$ cat src/swaa_pkg.sv
// shared types and constants for the sliding-window averager
// no dependencies

package swaa_pkg;

   // fixed field widths of the result item and the coefficient
   localparam int AVG_BITS    = 12;
   localparam int SCALED_BITS = 36;
   localparam int COEF_BITS   = 24;

   // coefficient after reset: 1.0 in unsigned Q8.16
   localparam logic [COEF_BITS-1:0] COEF_RESET = 24'h01_0000;

   // configuration register indexes
   typedef enum logic [0:0] {
      CSR_OFFSET_MODE = 1'b0,
      CSR_SCALE_COEF  = 1'b1
   } csr_index_type;

endpackage

$ cat src/sliding_window_adc_averager.sv
// sliding-window averager, top level: running sum, fill tracking, config
// depends on swaa_pkg, swaa_delay_line, swaa_scaler
//
// Usage:
//  - req channel: one converter sample and the zero level per item, taken at an
//    edge where req_valid is high and req_stall is low.
//  - rsp channel: window average and scaled value (unsigned Q20.16), held while
//    rsp_stall is high.
//  - csr port: csr_index 0 is offset_mode (1 = current channel, absolute
//    difference from the zero level), 1 is scale_coef (unsigned Q8.16).
//  - the first WINDOW_LENGTH items fill the window and give no result; every
//    later item gives one result, averaged over itself and the previous
//    WINDOW_LENGTH-1 samples.
//  - each item passes the sum stage, divide stage and result register to rsp.
//  - throughput: one item per cycle while req_stall is low; the running-sum
//    register adds each new sample and drops the oldest from the cell chain.
//  - a stalled receiver holds the result register; the two stages in front
//    keep taking items until they are full, then req_stall rises.
//  - reset clears the window, the sum, the fill state and the pipeline,
//    sets offset_mode to 0 and scale_coef to 1.0.

module sliding_window_adc_averager
   import swaa_pkg::*;
#(
   parameter int WINDOW_LENGTH = 16,
   parameter int SAMPLE_BITS   = 12
) (
   input  logic                   clock,
   input  logic                   reset,
   input  logic                   req_valid,
   output logic                   req_stall,
   input  logic [SAMPLE_BITS-1:0] req_sample,
   input  logic [SAMPLE_BITS-1:0] req_zero_level,
   output logic                   rsp_valid,
   input  logic                   rsp_stall,
   output logic [AVG_BITS-1:0]    rsp_average,
   output logic [SCALED_BITS-1:0] rsp_scaled_value,
   input  logic                   csr_write,
   input  csr_index_type          csr_index,
   input  logic [COEF_BITS-1:0]   csr_wdata
);

   localparam int LOG_LEN  = $clog2(WINDOW_LENGTH);
   localparam int SUM_BITS = SAMPLE_BITS + LOG_LEN;
   localparam logic [LOG_LEN-1:0] LAST_POS = LOG_LEN'(WINDOW_LENGTH - 1);

   logic                   offset_mode_ff;
   logic [COEF_BITS-1:0]   scale_coef_ff;

   logic [SUM_BITS-1:0]    sum_ff;
   logic [SUM_BITS-1:0]    sum_in;
   logic [SUM_BITS-1:0]    full_sum;
   logic [LOG_LEN-1:0]     pos_ff;
   logic                   filled_ff;
   logic [SAMPLE_BITS-1:0] tail_sample;

   logic                   stage_valid_ff;
   logic [SUM_BITS-1:0]    stage_sum_ff;
   logic [SAMPLE_BITS-1:0] stage_zero_ff;
   logic                   stage_ready;
   logic                   scaler_ready;
   logic                   accept;

   // configuration registers
   always_ff @(posedge clock) begin
      if (reset) begin
         offset_mode_ff <= 1'b0;
         scale_coef_ff  <= COEF_RESET;
      end else if (csr_write) begin
         unique case (csr_index)
            CSR_OFFSET_MODE: offset_mode_ff <= csr_wdata[0];
            CSR_SCALE_COEF:  scale_coef_ff  <= csr_wdata;
            default: ;
         endcase
      end
   end

   // input handshake
   assign stage_ready = !stage_valid_ff || scaler_ready;
   assign accept      = req_valid && stage_ready;
   assign req_stall   = !stage_ready;

   // window of the previous samples
   swaa_delay_line #(
      .WINDOW_LENGTH(WINDOW_LENGTH),
      .SAMPLE_BITS  (SAMPLE_BITS)
   ) u_delay_line (
      .clock      (clock),
      .reset      (reset),
      .shift      (accept),
      .head_sample(req_sample),
      .tail_sample(tail_sample)
   );

   // running sum: full window now, then drop the oldest sample
   assign full_sum = sum_ff + SUM_BITS'(req_sample);
   assign sum_in   = full_sum - SUM_BITS'(tail_sample);

   always_ff @(posedge clock) begin
      if (reset) begin
         sum_ff    <= '0;
         pos_ff    <= '0;
         filled_ff <= 1'b0;
      end else if (accept) begin
         sum_ff <= sum_in;
         if (pos_ff == LAST_POS) begin
            pos_ff    <= '0;
            filled_ff <= 1'b1;
         end else begin
            pos_ff <= pos_ff + LOG_LEN'(1);
         end
      end
   end

   // sum stage: only items after the window has filled go on
   always_ff @(posedge clock) begin
      if (reset) begin
         stage_valid_ff <= 1'b0;
      end else if (stage_ready) begin
         stage_valid_ff <= accept && filled_ff;
      end
   end

   always_ff @(posedge clock) begin
      if (accept) begin
         stage_sum_ff  <= full_sum;
         stage_zero_ff <= req_zero_level;
      end
   end

   // average, scaling and result register
   swaa_scaler #(
      .WINDOW_LENGTH(WINDOW_LENGTH),
      .SAMPLE_BITS  (SAMPLE_BITS)
   ) u_scaler (
      .clock           (clock),
      .reset           (reset),
      .in_valid        (stage_valid_ff),
      .in_ready        (scaler_ready),
      .in_sum          (stage_sum_ff),
      .in_zero         (stage_zero_ff),
      .offset_mode     (offset_mode_ff),
      .scale_coef      (scale_coef_ff),
      .rsp_valid       (rsp_valid),
      .rsp_stall       (rsp_stall),
      .rsp_average     (rsp_average),
      .rsp_scaled_value(rsp_scaled_value)
   );

endmodule

$ cat src/swaa_cell.sv
// one storage cell of the sample delay line
// depends on nothing; chained by swaa_delay_line

module swaa_cell #(
   parameter int SAMPLE_BITS = 12
) (
   input  logic                   clock,
   input  logic                   reset,
   input  logic                   shift,
   input  logic [SAMPLE_BITS-1:0] data_in,
   output logic [SAMPLE_BITS-1:0] data_out
);

   logic [SAMPLE_BITS-1:0] sample_ff;

   // take the neighbor's sample on every accepted item, clear at reset
   always_ff @(posedge clock) begin
      if (reset) begin
         sample_ff <= '0;
      end else if (shift) begin
         sample_ff <= data_in;
      end
   end

   assign data_out = sample_ff;

endmodule

$ cat src/swaa_delay_line.sv
// row of swaa_cell instances holding the last WINDOW_LENGTH-1 samples
// depends on swaa_cell

module swaa_delay_line #(
   parameter int WINDOW_LENGTH = 16,
   parameter int SAMPLE_BITS   = 12
) (
   input  logic                   clock,
   input  logic                   reset,
   input  logic                   shift,
   input  logic [SAMPLE_BITS-1:0] head_sample,
   output logic [SAMPLE_BITS-1:0] tail_sample
);

   localparam int CELLS = WINDOW_LENGTH - 1;

   logic [SAMPLE_BITS-1:0] link [0:CELLS];

   assign link[0] = head_sample;

   // each cell hands its sample to the next one
   for (genvar i = 0; i < CELLS; i++) begin : g_cell
      swaa_cell #(
         .SAMPLE_BITS(SAMPLE_BITS)
      ) u_cell (
         .clock   (clock),
         .reset   (reset),
         .shift   (shift),
         .data_in (link[i]),
         .data_out(link[i+1])
      );
   end

   // oldest sample, leaving the window on the next item
   assign tail_sample = link[CELLS];

endmodule

$ cat src/swaa_scaler.sv
// divide stage, then combinational scaling, feeding the result register
// depends on swaa_pkg

module swaa_scaler
   import swaa_pkg::*;
#(
   parameter int WINDOW_LENGTH = 16,
   parameter int SAMPLE_BITS   = 12
) (
   input  logic                                                 clock,
   input  logic                                                 reset,
   input  logic                                                 in_valid,
   output logic                                                 in_ready,
   input  logic [SAMPLE_BITS+$clog2(WINDOW_LENGTH)-1:0]         in_sum,
   input  logic [SAMPLE_BITS-1:0]                               in_zero,
   input  logic                                                 offset_mode,
   input  logic [COEF_BITS-1:0]                                 scale_coef,
   output logic                                                 rsp_valid,
   input  logic                                                 rsp_stall,
   output logic [AVG_BITS-1:0]                                  rsp_average,
   output logic [SCALED_BITS-1:0]                               rsp_scaled_value
);

   localparam int LOG_LEN   = $clog2(WINDOW_LENGTH);
   localparam int SUM_BITS  = SAMPLE_BITS + LOG_LEN;
   localparam int RSH       = SUM_BITS + LOG_LEN;
   localparam int MUL_BITS  = SUM_BITS + 1;
   localparam int DPROD_BITS = SUM_BITS + MUL_BITS;
   localparam longint unsigned RECIP_WIDE =
      ((64'd1 << RSH) + 64'(WINDOW_LENGTH) - 64'd1) / 64'(WINDOW_LENGTH);
   localparam logic [MUL_BITS-1:0] RECIP = RECIP_WIDE[MUL_BITS-1:0];
   localparam int PROD_BITS = SAMPLE_BITS + COEF_BITS;

   logic                   avg_valid_ff;
   logic [SAMPLE_BITS-1:0] avg_ff;
   logic [SAMPLE_BITS-1:0] zero_ff;
   logic                   avg_ready;

   logic                   out_valid_ff;
   logic [AVG_BITS-1:0]    out_avg_ff;
   logic [SCALED_BITS-1:0] out_scaled_ff;
   logic                   out_ready;

   logic [DPROD_BITS-1:0]  div_prod;
   logic [SAMPLE_BITS-1:0] quotient;
   logic [SAMPLE_BITS-1:0] operand;
   logic [PROD_BITS-1:0]   scale_prod;
   logic [SCALED_BITS-1:0] scaled_in;

   // per-stage ready so bubbles close up while the output is stalled
   assign out_ready = !out_valid_ff || !rsp_stall;
   assign avg_ready = !avg_valid_ff || out_ready;
   assign in_ready  = avg_ready;

   // sum divided by the window length: reciprocal multiply, exact for every sum
   always_comb begin
      div_prod = DPROD_BITS'(in_sum) * DPROD_BITS'(RECIP);
      quotient = div_prod[RSH +: SAMPLE_BITS];
   end

   // divide stage
   always_ff @(posedge clock) begin
      if (reset) begin
         avg_valid_ff <= 1'b0;
      end else if (avg_ready) begin
         avg_valid_ff <= in_valid;
      end
   end

   always_ff @(posedge clock) begin
      if (avg_ready && in_valid) begin
         avg_ff  <= quotient;
         zero_ff <= in_zero;
      end
   end

   // operand: average, or its distance from the zero level in current mode
   always_comb begin
      if (offset_mode) begin
         operand = (avg_ff >= zero_ff) ? (avg_ff - zero_ff) : (zero_ff - avg_ff);
      end else begin
         operand = avg_ff;
      end
      scale_prod = PROD_BITS'(operand) * PROD_BITS'(scale_coef);
   end

   // fit the product into the Q20.16 result, saturating if it cannot
   if (PROD_BITS > SCALED_BITS) begin : g_sat
      assign scaled_in = (|scale_prod[PROD_BITS-1:SCALED_BITS]) ? '1
                       : scale_prod[SCALED_BITS-1:0];
   end else begin : g_nosat
      assign scaled_in = SCALED_BITS'(scale_prod);
   end

   // result register
   always_ff @(posedge clock) begin
      if (reset) begin
         out_valid_ff <= 1'b0;
      end else if (out_ready) begin
         out_valid_ff <= avg_valid_ff;
      end
   end

   always_ff @(posedge clock) begin
      if (out_ready && avg_valid_ff) begin
         out_avg_ff    <= AVG_BITS'(avg_ff);
         out_scaled_ff <= scaled_in;
      end
   end

   assign rsp_valid        = out_valid_ff;
   assign rsp_average      = out_avg_ff;
   assign rsp_scaled_value = out_scaled_ff;

endmodule
$ cat config.mk
export PLATFORM = sky130hd
export DESIGN_NAME = sliding_window_adc_averager
export DESIGN_NICKNAME = d
export VERILOG_FILES = /design/src/swaa_pkg.sv /design/src/sliding_window_adc_averager.sv /design/src/swaa_cell.sv /design/src/swaa_delay_line.sv /design/src/swaa_scaler.sv
export SDC_FILE = /design/constraint.sdc
export NUM_CORES = 1
export LEC_CHECK = 0
export ABC_CLOCK_PERIOD_IN_PS = 9500
export BUFFER_PORTS_ARGS = -buffer_cell sky130_fd_sc_hd__buf_4
export CAP_MARGIN = 25
export CORE_AREA = 2 2 400 204
export CTS_CLUSTER_SIZE = 14
export DETAILED_ROUTE_END_ITERATION = 8
export DIE_AREA = 0 0 402 206
export GPL_ROUTABILITY_DRIVEN = 1
export SETUP_SLACK_MARGIN = 0.3
export SKIP_LAST_GASP = 1
export SYNTH_ARGS = -nofsm -noshare
export SYNTH_HDL_FRONTEND = slang
export SYNTH_HIERARCHICAL = 1
export SYNTH_SLANG_ARGS = --single-unit
$ cat constraint.sdc
create_clock -name clock -period 9.5 [get_ports clock]
set_input_delay 0.475 -clock clock [delete_from_list [all_inputs] [get_ports clock]]
set_output_delay 0.475 -clock clock [all_outputs]
set_load 0.005 [all_outputs]
==> impl_metrics.toml <==
[sta]
rsz0062_at_grt = "no"
whs_ns = 0.110
finClkSkew_ns = 0.0365
hold_viol = 0
min_period_over_period_pct = 92.4
tightest_slew_ns = 0.940
finalSetupTns_ns = 0
final_max_slew_viol_count = 0
finalCriticalPeriod_ns = 8.78
setup_viol = 0
setup_slack_ns = 0.721
maxSlewHeadroom_pct = 37.2
fmax_mhz = 114

[pwr]
p_sw_share_pct = 34.2
internal_power_w = 0.00279
p_sw_w = 0.00145
power_leakage_nw = 11.7
power.density_nw_per_um2 = 161
clkPwrFrac_pct = 32.6
pwr-share-comb_pct = 30.2
ir_drop_uv = 117
pwr-share-seq_pct = 37.2

[clocking]
clk_latency_ns = 0.57
path_clk_slew_ns = 0.07
clock_path_buffers = 3
cts_sinks = 325
cts_resized = 0
cts_setup_buffers = 0
hold_buffers = 0
h-tree-depth = 2
cts-root-buf = "clkbuf_16"
cts_buffers = 35
tritoncts = "done"

[final_layout]
fin_util_pct = 33.0
layout_commonest_cell = "nand2_1"
design_area_um2 = 26400
fin_nets = 2896
num_antenna_cells = 0
layout_common_cells = "nand2_1 (315), inv_1 (305), nor2_1 (229), dfxtp_1 (229), fa_1 (224)"
drive_gt1_share_pct = 9.24
area_delta_synth_final_pct = 12.4

[synth]
syn_nets = 2858
syn_avg_cell_area_um2 = 9.54
synthCells = 2458
syn_area_um2 = 23500
yosysWarnings = 6

[grt]
grt_overflow = 0
antenna_found_initial = 2
grt_pass1_wl_um = 96400
grt_pass1_vias = 16587
grt_start_max_net_pins = 117
gr-usage-all-layers_pct = 14.7

[detailed_routing]
wl_per_cell_um = 16.9
wirelength_um = 60500
postRouteAntennaNets = 0
drc_errors = 0
via_count = 17321
dr.pass1.iters = 5
via_per_inst = 4.83
first_iter_violations = 1709

[critical_path]
path_delay_family = "adder cells"
crit_start = "u_scaler/avg_ff[3]"
startpoint_type = "flip-flop"
r2r-start = "u_scaler/avg_ff[3]"
cp_slowest_cell = "o32ai_2"
critical-path-max-stage-delay_ns = 0.67
crit_buf_inv = 6
worstPathMaxFanout = 16
path_class = "flip-flop to flip-flop"
cp_data_required_time_ns = 9.80
cp.arrival_ns = 9.08
cp_common_cell = "fa_1"
endpoint_kind = "flip-flop"

[floorplan]
fp.dieH_um = 206
coreArea_um2 = 80000
num_rows = 74
boundaryPins = 104
die-width_um = 402
initial_core_util_pct = 29.3
die_area_um2 = 82800

[placed_design]
dp_hpwl_um = 46300
io_buffers = 103
dpl_cell_area_um2 = 25200
post-place-ws_ns = 0.929
globalplace.congestion = 0.910

[outcome]
status = "completed"

[flow_run]
drv_cap = 0

[worst_hold_path]
min_path_type = "input port to flip-flop"
hp-start = "req_zero_level[11]"
## power by group through the flow
stage	Clock [W]	Combinational [W]	Sequential [W]
2_1_floorplan	0	0.000944	0.00157
3_3_place_gp	0	0.00125	0.00161
3_5_place_dp	0	0.00124	0.00161
4_1_cts	0.00144	0.00125	0.00158
5_1_grt	0.00149	0.00143	0.00158
6_report	0.00138	0.00128	0.00158
## registers in the layout, summed over array words and instances, names as in the netlist, 12 cells and up
name and flops:
u_delay_line/g_cell.u_cell/data_out 180, u_scaler/rsp_scaled_value 36, scale_coef_ff 24, sum_ff 16, stage_sum_ff 12, stage_zero_ff 12, u_scaler/avg_ff 12, u_scaler/rsp_average 12
u_scaler/zero_ff 12
## final timing paths
path                                        end  slack (ns)  depth (start not counted)
setup / recovery  u_scaler/rsp_scaled_value[35]        0.72                         27
hold / removal                stage_zero_ff[11]        0.11                          1
setup reg to reg  u_scaler/rsp_scaled_value[35]        0.72                         27
hold reg to reg             u_scaler/avg_ff[11]        0.42                          0
## worst reg2reg max path, delay by kind of cell (launching register included)
family | cells | cell delay (ns)
buf+inv | 6 | 0.80
flops | 1 | 0.38
simple gates | 4 | 0.98
compound gates | 9 | 2.82
xor+xnor | 1 | 0.08
fa+ha+maj | 7 | 3.47
## metal layers
| layer | vias to the layer above | share of wire (%) | global-route usage [%] | wire [µm] |
|---|---|---|---|---|
| met3 | 54 | 11 | 4.26 | 6510 |
| met5 | - | 0 | 0 | 0 |
| met1 | 8343 | 52 | 23.8 | 31600 |
| li1 | 8242 | - | - | - |
| met4 | 0 | 1.4 | 2.28 | 820 |
| met2 | 682 | 36 | 18.7 | 21600 |
## through the flow
step	instances	power [W]
3_5_place_dp	3520	0.00285
6_report	3587	0.00424
2_1_floorplan	2458	0.00251
5_1_grt	3587	0.00451
3_3_place_gp	3519	0.00285
4_1_cts	3584	0.00427
## final cells by class
class	count	area [µm²]
clock buffer	48	988
clock inverter	16	169
fill	8263	53600
inverter	309	1170
multi-input combinational	1686	14100
sequential	325	7470
tap	1064	1330
timing repair buffer	139	1100
No activity file was read; power rests on OpenSTA's default activity.
